### src/hw/rtl/nnt_pkg.sv
// shared types, constants and helpers for the nearest-neighbor tour block
// no dependencies
package nnt_pkg;

  localparam int DEF_MAX_CITIES = 16;

  localparam int KIND_W = 1;
  localparam int ROW_W  = 4;
  localparam int COL_W  = 4;
  localparam int W_W    = 10;
  localparam int CITY_W = 4;
  localparam int COST_W = 14;
  localparam int CC_W   = 5;
  // wide enough to hold the largest supported city count
  localparam int CNT_W  = 7;

  localparam logic [KIND_W-1:0] KIND_LOAD  = 1'b0;
  localparam logic [KIND_W-1:0] KIND_START = 1'b1;

  localparam logic [W_W-1:0]    NO_PICK        = 10'd999;
  localparam logic [COST_W-1:0] COST_MAX       = 14'h3fff;
  localparam logic [CC_W-1:0]   CITY_COUNT_RST = 5'd16;

  typedef struct packed {
    logic [KIND_W-1:0] kind;
    logic [ROW_W-1:0]  row;
    logic [COL_W-1:0]  col;
    logic [W_W-1:0]    weight;
  } in_item_t;

  typedef struct packed {
    logic [CITY_W-1:0] city;
    logic [COST_W-1:0] total_cost;
    logic              last;
  } out_item_t;

  typedef struct packed {
    logic load;
    logic start;
    logic cfg_wr;
    logic scan;
    logic emit;
  } cmd_t;

  typedef struct packed {
    logic scan_end;
    logic found;
    logic out_free;
  } sts_t;

  function automatic logic [COST_W-1:0] add_sat(input logic [COST_W-1:0] a,
                                                input logic [W_W-1:0] b);
    logic [COST_W:0] s;
    s = {1'b0, a} + (COST_W + 1)'(b);
    return s[COST_W] ? COST_MAX : s[COST_W-1:0];
  endfunction

endpackage

### src/hw/rtl/nnt_datapath.sv
// datapath of the tour engine: cost matrix memory, row scan compare,
// tour state and the output register; uses nnt_pkg
module nnt_datapath #(
  parameter int MAX_CITIES = nnt_pkg::DEF_MAX_CITIES
) (
  input  logic                        clk,
  input  logic                        rst_n,
  input  nnt_pkg::cmd_t               cmd,
  output nnt_pkg::sts_t               sts,
  input  nnt_pkg::in_item_t           in_data,
  input  logic [nnt_pkg::CC_W-1:0]    cfg_data,
  input  logic                        out_stall,
  output logic                        out_valid,
  output nnt_pkg::out_item_t          out_data
);

  localparam int CW    = $clog2(MAX_CITIES);
  localparam int DEPTH = MAX_CITIES * MAX_CITIES;
  localparam int AW    = $clog2(DEPTH);
  localparam logic [MAX_CITIES-1:0] VIS_FIRST = MAX_CITIES'(1);

  logic [nnt_pkg::W_W-1:0]    mem [DEPTH];
  logic [nnt_pkg::W_W-1:0]    rdata_r;
  logic [AW-1:0]              waddr;
  logic [AW-1:0]              raddr;
  logic                       wr_ok;

  logic [nnt_pkg::CC_W-1:0]   city_count_r;
  logic [CW-1:0]              n_last;
  logic [CW-1:0]              idx_r;
  logic                       d_vld_r;
  logic [CW-1:0]              d_idx_r;
  logic [MAX_CITIES-1:0]      visited_r;
  logic [CW-1:0]              cur_r;
  logic [nnt_pkg::COST_W-1:0] run_r;
  logic [nnt_pkg::W_W-1:0]    best_cost_r;
  logic [CW-1:0]              best_city_r;
  logic                       found_r;
  logic [nnt_pkg::W_W-1:0]    ret_w_r;
  logic                       take;
  logic                       out_valid_r;
  logic                       out_valid_nxt;
  nnt_pkg::out_item_t         out_data_r;

  assign wr_ok = (nnt_pkg::CNT_W'(in_data.row) < nnt_pkg::CNT_W'(MAX_CITIES)) &&
                 (nnt_pkg::CNT_W'(in_data.col) < nnt_pkg::CNT_W'(MAX_CITIES));
  assign waddr = AW'(in_data.row) * AW'(MAX_CITIES) + AW'(in_data.col);
  assign raddr = AW'(cur_r) * AW'(MAX_CITIES) + AW'(idx_r);

  always_ff @(posedge clk) begin
    if (cmd.load && wr_ok) begin
      mem[waddr] <= in_data.weight;
    end
  end

  always_ff @(posedge clk) begin
    rdata_r <= mem[raddr];
  end

  // zero acts as one city, anything past the matrix as the full matrix
  always_comb begin
    if (city_count_r == '0) begin
      n_last = '0;
    end else if (nnt_pkg::CNT_W'(city_count_r) > nnt_pkg::CNT_W'(MAX_CITIES)) begin
      n_last = CW'(MAX_CITIES - 1);
    end else begin
      n_last = CW'(city_count_r - 1'b1);
    end
  end

  // strict less-than over rising index keeps the lowest index on ties
  assign take = d_vld_r && (rdata_r != '0) && !visited_r[d_idx_r] &&
                (rdata_r < best_cost_r);

  assign out_valid_nxt = cmd.emit | (out_valid_r & out_stall);

  always_ff @(posedge clk) begin
    if (!rst_n) begin
      city_count_r <= nnt_pkg::CITY_COUNT_RST;
      idx_r        <= '0;
      d_vld_r      <= 1'b0;
      visited_r    <= '0;
      cur_r        <= '0;
      run_r        <= '0;
      best_cost_r  <= nnt_pkg::NO_PICK;
      best_city_r  <= '0;
      found_r      <= 1'b0;
      out_valid_r  <= 1'b0;
    end else begin
      out_valid_r <= out_valid_nxt;
      d_vld_r     <= cmd.scan;
      d_idx_r     <= idx_r;
      if (cmd.cfg_wr) begin
        city_count_r <= cfg_data;
      end
      if (cmd.scan) begin
        idx_r <= idx_r + 1'b1;
      end
      if (take) begin
        best_cost_r <= rdata_r;
        best_city_r <= d_idx_r;
        found_r     <= 1'b1;
      end
      // entry back to city 0 comes by on the first read of every row
      if (d_vld_r && (d_idx_r == '0)) begin
        ret_w_r <= rdata_r;
      end
      if (cmd.start) begin
        visited_r   <= VIS_FIRST;
        cur_r       <= '0;
        run_r       <= '0;
        idx_r       <= '0;
        best_cost_r <= nnt_pkg::NO_PICK;
        found_r     <= 1'b0;
      end
      if (cmd.emit) begin
        out_data_r.city       <= nnt_pkg::CITY_W'(cur_r);
        out_data_r.last       <= !found_r;
        out_data_r.total_cost <= found_r ? '0 : nnt_pkg::add_sat(run_r, ret_w_r);
        if (found_r) begin
          run_r                  <= nnt_pkg::add_sat(run_r, best_cost_r);
          cur_r                  <= best_city_r;
          visited_r[best_city_r] <= 1'b1;
        end
        idx_r       <= '0;
        best_cost_r <= nnt_pkg::NO_PICK;
        found_r     <= 1'b0;
      end
    end
  end

  assign sts.scan_end = (idx_r == n_last);
  assign sts.found    = found_r;
  assign sts.out_free = !out_valid_r || !out_stall;

  assign out_valid = out_valid_r;
  assign out_data  = out_data_r;

endmodule

### src/hw/rtl/nnt_ctrl.sv
// controller of the tour engine: sequences load, row scans and result beats
// uses nnt_pkg command and status types
module nnt_ctrl (
  input  logic                        clk,
  input  logic                        rst_n,
  input  logic                        in_valid,
  input  logic [nnt_pkg::KIND_W-1:0]  in_kind,
  input  logic                        cfg_valid,
  input  nnt_pkg::sts_t               sts,
  output nnt_pkg::cmd_t               cmd,
  output logic                        in_stall,
  output logic                        cfg_ready
);

  typedef enum logic [3:0] {
    ST_IDLE  = 4'b0001,
    ST_SCAN  = 4'b0010,
    ST_DRAIN = 4'b0100,
    ST_EMIT  = 4'b1000
  } state_t;

  state_t state_r;
  state_t state_nxt;
  logic   idle;

  assign idle      = (state_r == ST_IDLE);
  assign in_stall  = !idle;
  assign cfg_ready = idle;

  always_comb begin
    state_nxt = state_r;
    cmd       = '0;
    case (state_r)
      ST_IDLE: begin
        cmd.cfg_wr = cfg_valid;
        if (in_valid) begin
          if (in_kind == nnt_pkg::KIND_START) begin
            cmd.start = 1'b1;
            state_nxt = ST_SCAN;
          end else begin
            cmd.load = 1'b1;
          end
        end
      end
      ST_SCAN: begin
        cmd.scan = 1'b1;
        if (sts.scan_end) begin
          state_nxt = ST_DRAIN;
        end
      end
      // last read of the row still in the compare stage
      ST_DRAIN: begin
        state_nxt = ST_EMIT;
      end
      ST_EMIT: begin
        if (sts.out_free) begin
          cmd.emit  = 1'b1;
          state_nxt = sts.found ? ST_SCAN : ST_IDLE;
        end
      end
      default: begin
        state_nxt = ST_IDLE;
      end
    endcase
  end

  always_ff @(posedge clk) begin
    if (!rst_n) begin
      state_r <= ST_IDLE;
    end else begin
      state_r <= state_nxt;
    end
  end

endmodule

### src/hw/rtl/nearest_neighbor_tour.sv
// Greedy nearest-neighbor tour over a loaded cost matrix. Load beats inside
// the matrix write one entry each; load beats are taken one per cycle while
// no tour runs. A start beat runs a tour from city 0 and gives one result
// beat per visited city, the last one flagged with the total cost including
// the edge back to city 0. For each visited city the engine makes n reads of
// that city's row through the single read port of the matrix memory, n being
// the city count in use, finishes the last compare in a drain state, and
// then hands the beat to the output register, waiting while out_stall holds.
// During a whole tour in_stall is high and the configuration port is not
// ready. The matrix has no reset value.
// Depends on nnt_pkg, nnt_ctrl and nnt_datapath.
module nearest_neighbor_tour #(
  parameter int MAX_CITIES = nnt_pkg::DEF_MAX_CITIES
) (
  input  logic                      clk,
  input  logic                      rst_n,
  input  logic                      in_valid,
  output logic                      in_stall,
  input  nnt_pkg::in_item_t         in_data,
  output logic                      out_valid,
  input  logic                      out_stall,
  output nnt_pkg::out_item_t        out_data,
  input  logic                      cfg_valid,
  output logic                      cfg_ready,
  input  logic [nnt_pkg::CC_W-1:0]  cfg_data
);

  nnt_pkg::cmd_t cmd;
  nnt_pkg::sts_t sts;

  nnt_ctrl u_ctrl (
    .clk       (clk),
    .rst_n     (rst_n),
    .in_valid  (in_valid),
    .in_kind   (in_data.kind),
    .cfg_valid (cfg_valid),
    .sts       (sts),
    .cmd       (cmd),
    .in_stall  (in_stall),
    .cfg_ready (cfg_ready)
  );

  nnt_datapath #(
    .MAX_CITIES (MAX_CITIES)
  ) u_dp (
    .clk       (clk),
    .rst_n     (rst_n),
    .cmd       (cmd),
    .sts       (sts),
    .in_data   (in_data),
    .cfg_data  (cfg_data),
    .out_stall (out_stall),
    .out_valid (out_valid),
    .out_data  (out_data)
  );

endmodule

### config.mk
export PLATFORM = sky130hd
export DESIGN_NAME = nearest_neighbor_tour
export DESIGN_NICKNAME = d
export VERILOG_FILES = /design/src/hw/rtl/nnt_pkg.sv /design/src/hw/rtl/nnt_datapath.sv /design/src/hw/rtl/nnt_ctrl.sv /design/src/hw/rtl/nearest_neighbor_tour.sv
export SDC_FILE = /design/constraint.sdc
export NUM_CORES = 2
export LEC_CHECK = 0
export BUFFER_PORTS_ARGS = -buffer_cell sky130_fd_sc_hd__buf_2
export CAP_MARGIN = 20
export CORE_MARGIN = 3
export CORE_UTILIZATION = 60
export CTS_BUF_LIST = sky130_fd_sc_hd__clkbuf_8 sky130_fd_sc_hd__clkbuf_16
export CTS_CLUSTER_SIZE = 30
export DETAILED_ROUTE_END_ITERATION = 10
export PLACE_DENSITY_LB_ADDON = 0.1
export SLEW_MARGIN = 10
export SYNTH_ARGS = -nofsm -noshare
export SYNTH_HDL_FRONTEND = slang
export SYNTH_HIERARCHICAL = 1
export SYNTH_SLANG_ARGS = --single-unit
### constraint.sdc
create_clock -name clk -period 5.9 [get_ports clk]
set_input_delay 0.295 -clock clk [delete_from_list [all_inputs] [get_ports clk]]
set_output_delay 0.295 -clock clk [all_outputs]
set_load 0.005 [all_outputs]
==> qor.csv <==
metric,value,unit
drt total wl,251000,µm
Critical Path Sink Type,flop,
residual DRC count,0,
area grow syn2layout,12.0,%
fin crit share,74.6,%
Clock Sinks,2667,
kind of critical path,flop to flop,
CTS resizes,0,
CTS buffer count,284,
GRT Total Usage,28.9,%
core area,170000,µm²
Post-synth EDFFs,2593,
IO Pins,51,
Layout Cells excl Fill,7634,
RSZ-0062 raised after global routing,no,
CP required,6.41,ns
LEAKAGE,35.3,nW
CP Launch Type,flop,
design area,115000,µm²
hold crit path type,input port to flop,
largest net degree at the start of global routing,189,
Starting Density,60.6,%
Worst Skew,0.0442,ns
Vias,51900,
cell row count,151,
Clock Tree Root,clkbuf_16,
Mapped Area,103000,µm²
fin. max-slew vios,0,
pwr/cell area,331,nW/µm²
yosys warns,6,
sequential element share of the synthesized area,77.1,%
number of routed nets with antenna violations,0,
vias in the first global route,51200,
"Avg Cell Area, Syn",20.7,µm²
Netlist cell types,72,
cell area after placement,106000,µm²
CP Data Arrival Time,4.92,ns
final setup TNS,0,ns
starting DRC count in detailed routing,7208,
Bufs on Longest Clock Path,4,
Max Fclk,227,MHz
initial antenna violation count,8,
minimum clock period,4.40,ns
drt pass-1 iters,6,
Congestion Overflow GR,0,
status,"finished, final reports clean",
Post-CTS Repair Setup Buffers,0,
final setup fails,0,
VDD IR-drop max,0.348,mV
Total Power,38.2,mW
Final Net Count,5283,
htree depth,5,
max cap viols,0,
global-route wire length before repair,365000,µm
Die ar.,177000,µm²
Cells after Synth,4975,
post-DR vias/cell,6.79,
Fin. Hold Viols,0,
asr flop ratio synth,0,%
post-synthesis register bit count,2667,
net count after synthesis,5037,
Crit Path Max Fanout,19,
per-cell routed wire length,32.8,µm
hpwl dp,149000,µm
cell total after placement,7102,
Worst-Margin Slew,1.21,ns
top_reg_cell synth,edfxtp_1,
number of port buffers,50,
Routability Congestion,0.883,
DIE WIDTH,420,µm
filler cell count,10600,
Clock Latency Late Sink,0.91,ns
TritonCTS clock tree,done,
layout cell share with drive strength beyond 1,22.8,%
die height,420,µm
Worst-path clk slew,0.06,ns
Worst slew margin,19.0,%
per-stage QoR:
step	util, %	hold WS [ns]	setup WS [ns]
2_1_floorplan	-	0.394	2.93
6_report	67.8	0.0905	1.50
4_1_cts	67.7	0.0148	1.63
3_3_place_gp	62.5	0.433	1.71
5_1_grt	67.8	0.0983	1.40
3_5_place_dp	62.6	0.447	1.65
critical path, stage by stage, from the launching register on:
cell	delay, ns
dfxtp_1	0.45
or4b_4	0.54
inv_2	0.11
nand2_1	0.05
nor2_1	0.21
buf_4	0.28
nand4_1	0.90
buf_4	0.58
nor2_1	0.88
logic make-up (layout without fill, tap and decap cells):
group	after synthesis	in the layout	share of synthesized area [%]
and+or+nand+nor	667	667	2.97
AOI/OAI and AO/OA	535	535	3.62
DFF	2667	2667	77.1
muxes	716	716	14.3
buffers and inverters	331	768	1.40
xor gates and xnor gates	24	24	0.204
adders and majority gates	35	35	0.435
other	0	4	0
Yosys cell counts (all sizes together) (23+ instances only):
library cell | instances | share of area [%]
edfxtp | 2593 | 76
mux4 | 601 | 13
nor2 | 291 | 1.1
clkbuf | 178 | 0.65
o22ai | 147 | 0.89
buf | 124 | 0.64
nand2 | 115 | 0.42
mux2i | 114 | 1.1
a21oi | 74 | 0.36
dfxtp | 74 | 1.4
nor3 | 71 | 0.35
a22oi | 70 | 0.51
nand3 | 59 | 0.29
a22o | 51 | 0.43
a221oi | 46 | 0.39
o21ai | 35 | 0.17
a211oi | 31 | 0.23
ha | 31 | 0.38
inv | 29 | 0.11
nor2b | 29 | 0.18
or2 | 27 | 0.16
o211ai | 23 | 0.17
area by class of cell:
type | count | area [µm²] | share of cell area (%)
sequential | 2667 | 79400 | 68.9
clock buffer | 296 | 7370 | 6.40
antenna | 4 | 10.0 | 0.00869
timing repair buffer | 262 | 2340 | 2.03
inverter | 29 | 109 | 0.0945
tap | 2218 | 2780 | 2.41
clock inverter | 181 | 1060 | 0.918
multi-input combinational | 1977 | 22200 | 19.3
report_power, final:
part	switching, mW	leakage [nW]	internal [mW]
registers	0.0300	23.9	20.8
logic	0.684	7.04	0.370
clock network	6.85	4.38	9.43
total	7.56	35.3	30.6
sequential cells by signal, indices dropped and copies added, names as in the netlist, 4 cells and up:
signal             cells
u_dp/visited_r        16
u_dp/d_idx_r           4
u_dp/rdata_r          10
u_ctrl/state_r         4
u_dp/idx_r             4
u_dp/mem            2560
u_dp/city_count_r      5
u_dp/run_r            14
u_dp/cur_r             4
u_dp/best_city_r       4
u_dp/best_cost_r      10
u_dp/out_data         19
u_dp/ret_w_r          10
final timing paths:
| path | startpoint | slack (ns) | cells past startpoint | end |
|---|---|---|---|---|
| worst max-delay path | u_ctrl/state_r[0] | 1.50 | 8 | u_dp/mem[23][6] |
| worst min-delay path | in_data[18] | 0.09 | 4 | u_dp/cur_r[3] |
| worst max register to register | u_ctrl/state_r[0] | 1.50 | 8 | u_dp/mem[23][6] |
| worst min register to register | u_dp/visited_r[7] | 0.46 | 2 | u_dp/visited_r[7] |
routing by layer:
| layer | routed length [µm] | share of wire (%) | vias to the layer above | GRT usage (%) |
|---|---|---|---|---|
| met5 | 40 | 0.016 | - | 0 |
| met4 | 9890 | 3.9 | 6 | 10.9 |
| met3 | 23700 | 9.4 | 520 | 5.01 |
| met2 | 119000 | 47 | 2757 | 44.4 |
| met1 | 98100 | 39 | 27400 | 42.6 |
| li1 | - | - | 21200 | - |
layout by cell type (no fill, tap or decap), types with 13 or more instances in the layout:
cell type and n:
edfxtp_1 2593, mux4_2 601, clkbuf_16 293, nor2_1 289, buf_4 151, o22ai_1 147, nand2_1 115, mux2i_1 114
inv_1 90, a21oi_1 74, nor3_1 71, a22oi_1 70, dfxtp_1 68, clkinv_1 65, nand3_1 59, a22o_1 51
a221oi_1 46, buf_2 40, o21ai_0 34, clkinv_2 33, dlygate4sd3_1 32, a211oi_1 31, ha_1 31, or2_2 27
nor2b_1 25, o211ai_1 23, buf_12 21, xnor2_1 13, nand4_1 13
what timing repair did:
action                     4_1_cts  5_1_grt
setup endpoints to repair        0        0
hold endpoints to repair       586        4
hold buffers                    31        1
Power figures use the tool's default switching activity.
